<file path="src/rtl/igbs_pkg.sv">
// ----------------------------------------------------------------------
// IMU gyro bias and scale: shared package
// Codes, constants, command and status bundles shared by the controller
// and the datapath.
// ----------------------------------------------------------------------
package igbs_pkg;

  // Action codes carried in the input tuser.
  localparam logic [1:0] ACT_CONVERT = 2'd0;
  localparam logic [1:0] ACT_CAL     = 2'd1;
  localparam logic [1:0] ACT_ABORT   = 2'd2;

  // Result status codes.
  localparam logic [1:0] ST_OK       = 2'd0;
  localparam logic [1:0] ST_CAL_DONE = 2'd1;
  localparam logic [1:0] ST_ERR_ZERO = 2'd2;

  // Configuration register indexes.
  localparam logic [1:0] CFG_ACCEL_RANGE = 2'd0;
  localparam logic [1:0] CFG_GYRO_RANGE  = 2'd1;
  localparam logic [1:0] CFG_CAL_COUNT   = 2'd2;

  // Configuration reset values.
  localparam logic [1:0]  ACCEL_RANGE_RST = 2'd3;
  localparam logic [1:0]  GYRO_RANGE_RST  = 2'd3;
  localparam logic [15:0] CAL_COUNT_RST   = 16'd1000;

  // Multiplier and divider unit selects.
  localparam logic [1:0] AXIS_X   = 2'd0;
  localparam logic [1:0] AXIS_Y   = 2'd1;
  localparam logic [1:0] AXIS_Z   = 2'd2;
  localparam logic [1:0] MUL_TEMP = 2'd3;

  // Dividend is |sum| * 16, at most 35 bits; one quotient bit per cycle.
  localparam int unsigned DIV_W     = 36;
  localparam int unsigned DIV_CNT_W = $clog2(DIV_W);

  localparam logic signed [17:0] TEMP_SCALE  = 18'sd50251;
  localparam logic signed [15:0] TEMP_OFFSET = 16'sd5376;

  // Gyro scale factor per range code, in 2^-16 units of 1/16 dps.
  function automatic logic signed [17:0] gyro_k(input logic [1:0] range_code);
    logic signed [17:0] k;
    case (range_code)
      2'd0:    k = 18'sd500;
      2'd1:    k = 18'sd1001;
      2'd2:    k = 18'sd1998;
      default: k = 18'sd3996;
    endcase
    return k;
  endfunction

  typedef struct packed {
    logic       load;
    logic       accum;
    logic       abort;
    logic       err;
    logic       mul;
    logic       wb;
    logic [1:0] sel;
    logic       div_init;
    logic       div_step;
    logic       div_store;
    logic       cal_done;
    logic       out_load;
  } igbs_cmd_t;

  typedef struct packed {
    logic [1:0] action;
    logic       cnt_zero;
    logic       cal_full;
    logic       out_free;
  } igbs_stat_t;

endpackage

</file>
<file path="src/rtl/igbs_ctrl.sv">
// ----------------------------------------------------------------------
// IMU gyro bias and scale: controller
// Sequences one request through conversion, accumulation or the bias
// division, and hands the result to the output register.
// ----------------------------------------------------------------------
module igbs_ctrl (
  input  logic                  clk,
  input  logic                  rst_n,
  input  logic                  in_tvalid,
  output logic                  in_tready,
  input  igbs_pkg::igbs_stat_t  stat,
  output igbs_pkg::igbs_cmd_t   cmd
);

  localparam logic [3:0] S_IDLE      = 4'd0;
  localparam logic [3:0] S_DISPATCH  = 4'd1;
  localparam logic [3:0] S_MUL       = 4'd2;
  localparam logic [3:0] S_WB        = 4'd3;
  localparam logic [3:0] S_CHECK     = 4'd4;
  localparam logic [3:0] S_DIV_INIT  = 4'd5;
  localparam logic [3:0] S_DIV_STEP  = 4'd6;
  localparam logic [3:0] S_DIV_STORE = 4'd7;
  localparam logic [3:0] S_CAL_DONE  = 4'd8;
  localparam logic [3:0] S_DONE      = 4'd9;

  localparam logic [igbs_pkg::DIV_CNT_W-1:0] DIV_LAST =
    igbs_pkg::DIV_CNT_W'(igbs_pkg::DIV_W - 1);

  logic [3:0]                       state_r, state_nxt;
  logic [1:0]                       sel_r, sel_nxt;
  logic [igbs_pkg::DIV_CNT_W-1:0]   bit_r, bit_nxt;

  always_comb begin
    cmd       = '0;
    cmd.sel   = sel_r;
    state_nxt = state_r;
    sel_nxt   = sel_r;
    bit_nxt   = bit_r;
    in_tready = 1'b0;
    case (state_r)
      S_IDLE: begin
        in_tready = 1'b1;
        if (in_tvalid) begin
          cmd.load  = 1'b1;
          state_nxt = S_DISPATCH;
        end
      end
      S_DISPATCH: begin
        case (stat.action)
          igbs_pkg::ACT_CONVERT: begin
            sel_nxt   = igbs_pkg::AXIS_X;
            state_nxt = S_MUL;
          end
          igbs_pkg::ACT_CAL: begin
            if (stat.cnt_zero) begin
              cmd.err   = 1'b1;
              state_nxt = S_DONE;
            end else begin
              cmd.accum = 1'b1;
              state_nxt = S_CHECK;
            end
          end
          igbs_pkg::ACT_ABORT: begin
            cmd.abort = 1'b1;
            state_nxt = S_DONE;
          end
          default: state_nxt = S_DONE;
        endcase
      end
      S_MUL: begin
        cmd.mul   = 1'b1;
        state_nxt = S_WB;
      end
      S_WB: begin
        cmd.wb = 1'b1;
        if (sel_r == igbs_pkg::MUL_TEMP) begin
          state_nxt = S_DONE;
        end else begin
          sel_nxt   = sel_r + 2'd1;
          state_nxt = S_MUL;
        end
      end
      S_CHECK: begin
        if (stat.cal_full) begin
          sel_nxt   = igbs_pkg::AXIS_X;
          state_nxt = S_DIV_INIT;
        end else begin
          state_nxt = S_DONE;
        end
      end
      S_DIV_INIT: begin
        cmd.div_init = 1'b1;
        bit_nxt      = '0;
        state_nxt    = S_DIV_STEP;
      end
      S_DIV_STEP: begin
        cmd.div_step = 1'b1;
        if (bit_r == DIV_LAST) begin
          state_nxt = S_DIV_STORE;
        end else begin
          bit_nxt = bit_r + 1'b1;
        end
      end
      S_DIV_STORE: begin
        cmd.div_store = 1'b1;
        if (sel_r == igbs_pkg::AXIS_Z) begin
          state_nxt = S_CAL_DONE;
        end else begin
          sel_nxt   = sel_r + 2'd1;
          state_nxt = S_DIV_INIT;
        end
      end
      S_CAL_DONE: begin
        cmd.cal_done = 1'b1;
        state_nxt    = S_DONE;
      end
      S_DONE: begin
        // Wait here only while the previous result is still unclaimed.
        if (stat.out_free) begin
          cmd.out_load = 1'b1;
          state_nxt    = S_IDLE;
        end
      end
      default: state_nxt = S_IDLE;
    endcase
  end

  always_ff @(posedge clk) begin
    if (!rst_n) begin
      state_r <= S_IDLE;
      sel_r   <= igbs_pkg::AXIS_X;
      bit_r   <= '0;
    end else begin
      state_r <= state_nxt;
      sel_r   <= sel_nxt;
      bit_r   <= bit_nxt;
    end
  end

endmodule

</file>
<file path="src/rtl/igbs_datapath.sv">
// ----------------------------------------------------------------------
// IMU gyro bias and scale: datapath
// Configuration and calibration state, shared multiplier, bit-serial bias
// divider and the output register.
// ----------------------------------------------------------------------
module igbs_datapath (
  input  logic                  clk,
  input  logic                  rst_n,
  input  igbs_pkg::igbs_cmd_t   cmd,
  output igbs_pkg::igbs_stat_t  stat,
  input  logic [111:0]          in_tdata,
  input  logic [1:0]            in_tuser,
  input  logic                  cfg_we,
  input  logic [1:0]            cfg_addr,
  input  logic [15:0]           cfg_wdata,
  output logic                  out_tvalid,
  input  logic                  out_tready,
  output logic [127:0]          out_tdata,
  output logic [2:0]            out_tuser
);

  // Configuration.
  logic [1:0]  accel_range_r;
  logic [1:0]  gyro_range_r;
  logic [15:0] cal_count_r;

  // Latched request.
  logic [1:0]         act_r;
  logic signed [15:0] a_raw_r [3];
  logic signed [15:0] g_raw_r [3];
  logic signed [15:0] temp_raw_r;

  // Calibration state.
  logic signed [32:0] sum_r  [3];
  logic signed [19:0] bias_r [3];
  logic [15:0]        taken_r;
  logic               calibrated_r;

  // Conversion results.
  logic signed [38:0] prod_r;
  logic signed [16:0] gyro_res_r [3];
  logic signed [15:0] temp_res_r;
  logic [1:0]         status_r;

  // Divider.
  logic [15:0]                 rem_r;
  logic [igbs_pkg::DIV_W-1:0]  quo_r;
  logic                        neg_r;

  // Output register.
  logic         out_valid_r;
  logic [127:0] out_data_r;
  logic [2:0]   out_user_r;

  logic signed [20:0] gyro_x16;
  logic signed [20:0] bias_ext;
  logic signed [20:0] mul_a;
  logic signed [17:0] mul_b;
  logic signed [38:0] prod;
  logic signed [38:0] prod_sh;
  logic signed [32:0] sum_sel;
  logic [32:0]        mag;
  logic [16:0]        rem_sh;
  logic               rem_ge;
  logic [19:0]        quo_lo;
  logic signed [18:0] accel_res [3];

  assign stat.action   = act_r;
  assign stat.cnt_zero = (cal_count_r == '0);
  assign stat.cal_full = (taken_r >= cal_count_r) && (taken_r != '0);
  assign stat.out_free = !out_valid_r || out_tready;

  // Gyro: (raw*16 - bias) * K; temperature: raw * 50251.
  assign gyro_x16 = {g_raw_r[cmd.sel][15], g_raw_r[cmd.sel], 4'b0000};
  assign bias_ext = {bias_r[cmd.sel][19], bias_r[cmd.sel]};
  assign mul_a    = (cmd.sel == igbs_pkg::MUL_TEMP) ?
                    {{5{temp_raw_r[15]}}, temp_raw_r} : (gyro_x16 - bias_ext);
  assign mul_b    = (cmd.sel == igbs_pkg::MUL_TEMP) ?
                    igbs_pkg::TEMP_SCALE : igbs_pkg::gyro_k(gyro_range_r);
  assign prod     = mul_a * mul_b;
  assign prod_sh  = prod_r >>> 16;

  // Restoring division of |sum|*16 by the sample count, one bit a cycle.
  assign sum_sel = sum_r[cmd.sel];
  assign mag     = sum_sel[32] ? 33'(-sum_sel) : sum_sel;
  assign rem_sh  = {rem_r, quo_r[igbs_pkg::DIV_W-1]};
  assign rem_ge  = (rem_sh >= {1'b0, taken_r});
  assign quo_lo  = quo_r[19:0];

  always_comb begin
    for (int i = 0; i < 3; i++) begin
      accel_res[i] = 19'({{3{a_raw_r[i][15]}}, a_raw_r[i]} <<< accel_range_r);
    end
  end

  always_ff @(posedge clk) begin
    if (!rst_n) begin
      accel_range_r <= igbs_pkg::ACCEL_RANGE_RST;
      gyro_range_r  <= igbs_pkg::GYRO_RANGE_RST;
      cal_count_r   <= igbs_pkg::CAL_COUNT_RST;
    end else if (cfg_we) begin
      case (cfg_addr)
        igbs_pkg::CFG_ACCEL_RANGE: accel_range_r <= cfg_wdata[1:0];
        igbs_pkg::CFG_GYRO_RANGE:  gyro_range_r  <= cfg_wdata[1:0];
        igbs_pkg::CFG_CAL_COUNT:   cal_count_r   <= cfg_wdata;
        default: ;
      endcase
    end
  end

  // Request payload and intermediate results.
  always_ff @(posedge clk) begin
    if (cmd.load) begin
      act_r      <= in_tuser;
      a_raw_r[0] <= in_tdata[15:0];
      a_raw_r[1] <= in_tdata[31:16];
      a_raw_r[2] <= in_tdata[47:32];
      g_raw_r[0] <= in_tdata[63:48];
      g_raw_r[1] <= in_tdata[79:64];
      g_raw_r[2] <= in_tdata[95:80];
      temp_raw_r <= in_tdata[111:96];
    end
    if (cmd.mul) begin
      prod_r <= prod;
    end
    if (cmd.wb) begin
      if (cmd.sel == igbs_pkg::MUL_TEMP) begin
        temp_res_r <= prod_sh[15:0] + igbs_pkg::TEMP_OFFSET;
      end else begin
        gyro_res_r[cmd.sel] <= prod_sh[16:0];
      end
    end
    if (cmd.div_init) begin
      neg_r <= sum_sel[32];
      quo_r <= {mag[31:0], 4'b0000};
      rem_r <= '0;
    end else if (cmd.div_step) begin
      quo_r <= {quo_r[igbs_pkg::DIV_W-2:0], rem_ge};
      rem_r <= rem_ge ? 16'(rem_sh - {1'b0, taken_r}) : rem_sh[15:0];
    end
  end

  // Calibration state and status.
  always_ff @(posedge clk) begin
    if (!rst_n) begin
      for (int i = 0; i < 3; i++) begin
        sum_r[i]  <= '0;
        bias_r[i] <= '0;
      end
      taken_r      <= '0;
      calibrated_r <= 1'b0;
      status_r     <= igbs_pkg::ST_OK;
    end else begin
      if (cmd.load) begin
        status_r <= igbs_pkg::ST_OK;
      end
      if (cmd.err) begin
        status_r <= igbs_pkg::ST_ERR_ZERO;
      end
      if (cmd.accum) begin
        for (int i = 0; i < 3; i++) begin
          sum_r[i] <= sum_r[i] + {{17{g_raw_r[i][15]}}, g_raw_r[i]};
        end
        taken_r <= taken_r + 16'd1;
      end
      if (cmd.div_store) begin
        bias_r[cmd.sel] <= neg_r ? 20'(-quo_lo) : quo_lo;
      end
      if (cmd.abort || cmd.cal_done) begin
        for (int i = 0; i < 3; i++) begin
          sum_r[i] <= '0;
        end
        taken_r      <= '0;
        calibrated_r <= cmd.cal_done;
      end
      if (cmd.cal_done) begin
        status_r <= igbs_pkg::ST_CAL_DONE;
      end
    end
  end

  // Output register; a finished result waits here while the next request runs.
  always_ff @(posedge clk) begin
    if (!rst_n) begin
      out_valid_r <= 1'b0;
    end else if (cmd.out_load) begin
      out_valid_r <= 1'b1;
    end else if (out_tready) begin
      out_valid_r <= 1'b0;
    end
  end

  always_ff @(posedge clk) begin
    if (cmd.out_load) begin
      if (act_r == igbs_pkg::ACT_CONVERT) begin
        out_data_r <= {4'b0000, temp_res_r, gyro_res_r[2], gyro_res_r[1],
                       gyro_res_r[0], accel_res[2], accel_res[1], accel_res[0]};
      end else begin
        out_data_r <= '0;
      end
      out_user_r <= {status_r, calibrated_r};
    end
  end

  assign out_tvalid = out_valid_r;
  assign out_tdata  = out_data_r;
  assign out_tuser  = out_user_r;

  a_cal_done_state: assert property (@(posedge clk) disable iff (!rst_n)
    cmd.cal_done |=> calibrated_r && (taken_r == '0) &&
                     (status_r == igbs_pkg::ST_CAL_DONE))
    else $error("calibration completion did not update state");

  a_abort_state: assert property (@(posedge clk) disable iff (!rst_n)
    cmd.abort |=> !calibrated_r && (taken_r == '0))
    else $error("abort did not clear calibration progress");

  a_load_when_free: assert property (@(posedge clk) disable iff (!rst_n)
    cmd.out_load |-> (!out_valid_r || out_tready))
    else $error("result loaded over an unclaimed result");

  a_err_zero_count: assert property (@(posedge clk) disable iff (!rst_n)
    cmd.err |-> (cal_count_r == '0))
    else $error("zero count error raised with nonzero count");

  a_div_nonzero: assert property (@(posedge clk) disable iff (!rst_n)
    (cmd.div_init || cmd.div_step || cmd.div_store) |-> (taken_r != '0))
    else $error("bias division with zero divisor");

endmodule

</file>
<file path="src/rtl/imu_gyro_bias_and_scale.sv">
// ----------------------------------------------------------------------
// IMU gyro bias and scale
// Converts raw IMU samples to physical units and averages gyro samples
// into stored bias offsets.
// ----------------------------------------------------------------------
// A conversion multiplies the three gyro axes and the temperature in turn
//   on the shared multiplier; a plain calibration sample only accumulates.
// The sample that closes a calibration runs three serial divisions, one
//   per axis (36 quotient bits plus setup and store).
// Requests are taken one at a time; the next is taken the cycle after a
//   result is loaded, even while that result still waits in the output.
// Reset (rst_n low, synchronous) clears sums, biases and calibration and
//   restores the configuration defaults.
module imu_gyro_bias_and_scale (
  input  logic         clk,
  input  logic         rst_n,
  input  logic         in_tvalid,
  output logic         in_tready,
  // accel_x_raw, accel_y_raw, accel_z_raw, gyro_x_raw, gyro_y_raw,
  // gyro_z_raw, temp_raw (16 bits each)
  input  logic [111:0] in_tdata,
  // action
  input  logic [1:0]   in_tuser,
  output logic         out_tvalid,
  input  logic         out_tready,
  // accel_x_out, accel_y_out, accel_z_out (19 bits), gyro_x_out,
  // gyro_y_out, gyro_z_out (17 bits), temp_out (16 bits), zero fill
  output logic [127:0] out_tdata,
  // bias_valid, status
  output logic [2:0]   out_tuser,
  input  logic         cfg_we,
  input  logic [1:0]   cfg_addr,
  input  logic [15:0]  cfg_wdata
);

  igbs_pkg::igbs_cmd_t  cmd;
  igbs_pkg::igbs_stat_t stat;

  igbs_ctrl u_ctrl (
    .clk       (clk),
    .rst_n     (rst_n),
    .in_tvalid (in_tvalid),
    .in_tready (in_tready),
    .stat      (stat),
    .cmd       (cmd)
  );

  igbs_datapath u_datapath (
    .clk        (clk),
    .rst_n      (rst_n),
    .cmd        (cmd),
    .stat       (stat),
    .in_tdata   (in_tdata),
    .in_tuser   (in_tuser),
    .cfg_we     (cfg_we),
    .cfg_addr   (cfg_addr),
    .cfg_wdata  (cfg_wdata),
    .out_tvalid (out_tvalid),
    .out_tready (out_tready),
    .out_tdata  (out_tdata),
    .out_tuser  (out_tuser)
  );

endmodule

</file>
<file path="config.mk">
export PLATFORM = sky130hd
export DESIGN_NAME = imu_gyro_bias_and_scale
export DESIGN_NICKNAME = d
export VERILOG_FILES = /design/src/rtl/igbs_pkg.sv /design/src/rtl/igbs_ctrl.sv /design/src/rtl/igbs_datapath.sv /design/src/rtl/imu_gyro_bias_and_scale.sv
export SDC_FILE = /design/constraint.sdc
export NUM_CORES = 2
export LEC_CHECK = 0
export BUFFER_PORTS_ARGS = -buffer_cell sky130_fd_sc_hd__buf_4
export CAP_MARGIN = 20
export CORE_UTILIZATION = 56
export CTS_CLUSTER_SIZE = 40
export DETAILED_ROUTE_END_ITERATION = 16
export PLACE_DENSITY = 0.86
export RECOVER_POWER = 25
export SLEW_MARGIN = 20
export SYNTH_ARGS = -nofsm -noshare
export SYNTH_HDL_FRONTEND = slang
export SYNTH_SLANG_ARGS = --single-unit
</file>
<file path="constraint.sdc">
create_clock -name clk -period 9.77 [get_ports clk]
set_input_delay 1.954 -clock clk [delete_from_list [all_inputs] [get_ports clk]]
set_output_delay 1.954 -clock clk [all_outputs]
set_load 0.01 [all_outputs]
</file>
==> impl_metrics.json <==
{
  "status": "complete, but fails checks",
  "violations": "capacitance limit, slew limit",
  "drt_iter0_markers": 2534,
  "multiInputGateArea_sq_um": 21300,
  "synth_top_area_cell": "edfxtp_1",
  "ys_warn_count": 0,
  "placementRows": 99,
  "cts_max_level": 2,
  "cp-start-kind": "flop",
  "cts_tree": "yes",
  "placed_cells": 4949,
  "critical_path_arrival_ns": 9.69,
  "vias_per_cell": 5.75,
  "synth_edf_count": 537,
  "slew_headroom_pct": -152,
  "crit_type": "flop to flop",
  "worstPathMaxFanout": 20,
  "dp_slack_ns": 0.248,
  "clk_pin_slew_ns": 0.07,
  "ys.flop_type": "edfxtp_1",
  "insertedDiodeCount": 0,
  "cts_buffers": 61,
  "antenna_found_initial": 0,
  "critPathMaxStageDelay_ns": 0.74,
  "final.setup_skew_ns": 0.0456,
  "grt_overflow": 0,
  "grt_pass1_wl_um": 153000,
  "drive_gt1_share_pct": 12.7,
  "grt.total_usage_pct": 25.9,
  "rrSetupSlack_ns": 0.45,
  "fin_ws_ns": 0.449,
  "dieHeight_um": 274,
  "fmax_ghz": 0.107,
  "fin_nets": 4713,
  "slew_violations": 220,
  "initial_core_util_pct": 56.6,
  "synthDistinctLibCells": 81,
  "num-fill-cells": 5430,
  "firstDrtPassIters": 6,
  "layout_commonest_cell": "edfxtp_1",
  "gp_congestion": 0.977,
  "grt_max_degree": 109,
  "seq_area_frac_synth_pct": 42.6,
  "hp-start": "u_datapath.status_r[1]",
  "die_x_um": 274,
  "core_sq_um": 73000,
  "reg2reg_depth": 31,
  "yosys-top-cells-area": "edfxtp_1 (39%), fa_1 (12%), ha_1 (8.0%)",
  "period_share_pct": 95.4,
  "async_flop_share_pct": 0,
  "wl_per_cell_um": 19.2,
  "rsz0062_at_grt": "no",
  "clock_sinks": 611,
  "cts_buffer_depth": 3,
  "required_ns": 10.14,
  "drv_cap": 3,
  "hpwl_um": 72400,
  "drtAntennaViolNets": 0,
  "ys_ff_latch": 611,
  "whs_path_depth": 0,
  "layout_common_cells": "edfxtp_1 (537), inv_1 (491), nor2_1 (381)",
  "fin_tns_setup_ns": 0,
  "period_minus_slack_ns": 9.32,
  "port_buffers": 265,
  "io_pins": 270,
  "grt_pass1_vias": 29000,
  "synth.avg_cell_area_sq_um": 10.8,
  "crit_slowest_cell": "fa_1",
  "wirelength_um": 97500,
  "r2r-end": "u_datapath.prod_r[32]",
  "crit_path_end_kind": "flop",
  "setup_viol": 0,
  "stdcell_count": 5067,
  "worst_pin_slew_ns": 3.78,
  "syn2layout_area_growth_pct": 12.4,
  "hold_end": "u_datapath.out_tuser[2]",
  "dieArea_sq_um": 74900,
  "clk_latency_ns": 0.66,
  "synth_top_area_share_pct": 39.0,
  "drc_errors": 0,
  "holdCritPathClass": "flop to flop",
  "root_buffer": "clkbuf_16",
  "syn_inst": 3817,
  "vias": 29100,
  "synth_area_sq_um": 41300,
  "hold_viol": 0,
  "seqCellArea_sq_um": 17600
}
-- cell type report --
cell class / count / area share (%)
clock inverter: 45 / 1.12
timing repair buffer: 310 / 4.95
sequential: 611 / 37.9
inverter: 494 / 4.00
tap: 959 / 2.58
multi-input combinational: 2578 / 45.9
clock buffer: 70 / 3.54
-- worst max path at each step --
stage / slack (ns) / end
after floorplan: 0.09 / u_datapath.prod_r[31]
after global placement: 0.67 / u_datapath.prod_r[31]
after global routing: 0.03 / u_datapath.prod_r[31]
after detailed placement: 0.25 / u_datapath.prod_r[31]
after CTS: 0.22 / u_datapath.prod_r[31]
final: 0.45 / u_datapath.prod_r[32]
-- kinds of logic after synthesis --
| family | Yosys count | share of synthesized area (%) |
|---|---|---|
| fa+ha+maj | 520 | 20.4 |
| mux | 128 | 4.87 |
| xor+xnor | 203 | 4.34 |
| compound gates | 604 | 9.02 |
| simple gates | 1119 | 12.9 |
| other cells | 1 | 0.00907 |
| flops | 611 | 42.6 |
| buf+inv | 631 | 5.90 |
-- metrics by stage --
step	hold WS (ns)	util, %	instance area, sq um
6_report	0.444	63.7	46500
5_1_grt	0.447	63.7	46500
4_1_cts	0.441	63.7	46500
3_5_place_dp	0.426	60.7	44300
3_3_place_gp	0.423	60.7	44300
2_1_floorplan	0.402	-	41300
-- synth_stat cells (33+ instances only) --
library cell,number
nand2_1,262
dfxtp_1,74
a21oi_1,187
mux2i_1,65
and2_1,137
ha_1,265
mux4_2,57
nor3_1,69
nand3_1,44
o21ai_0,167
nor2b_1,42
edfxtp_1,537
or2_2,33
inv_1,492
nor2_1,383
nand2b_1,45
fa_1,255
xnor2_1,109
a21o_1,63
clkbuf_1,96
xor2_1,92
-- critical path, delay by kind of cell (launching register included) --
kind | cells | cell delay, ns
and+or+nand+nor | 7 | 1.19
muxes | 1 | 0.57
adders and majority gates | 8 | 3.87
DFF | 1 | 0.50
AOI/OAI and AO/OA | 7 | 1.80
buffers and inverters | 7 | 0.94
xor gates and xnor gates | 1 | 0.16
-- what timing repair did --
action | in CTS | in global routing
hold buffers | 0 | 0
resized for setup | 0 | 2
buffers inserted | 0 | 3
setup endpoints to repair | 0 | 4
-- routing by layer --
metal  routed length [um]  global-route usage, %
met5                    0                      0
met2                49200                   45.6
met3                 6320                   3.58
met1                37700                   31.9
met4                 4190                   10.7
-- registers in the layout, indices dropped and copies added, names as in the netlist, 3 cells and up, named ones only --
| name | flops |
|---|---|
| u_datapath.a_raw_r | 48 |
| u_ctrl.state_r | 4 |
| u_datapath.gyro_res_r | 51 |
| u_datapath.temp_res_r | 16 |
| u_datapath.prod_r | 17 |
| u_datapath.g_raw_r | 48 |
| u_datapath.sum_r | 99 |
| u_datapath.rem_r | 16 |
| u_datapath.taken_r | 16 |
| u_datapath.temp_raw_r | 16 |
| u_datapath.quo_r | 36 |
| u_datapath.cal_count_r | 16 |
| u_datapath.bias_r | 80 |
| u_ctrl.bit_r | 6 |
| u_datapath.out_tuser | 3 |
| u_datapath.out_tdata | 124 |
Power is left out: the tool's default activity adds up to more than one toggle a clock period on the data nets, which glitch-free logic cannot reach.
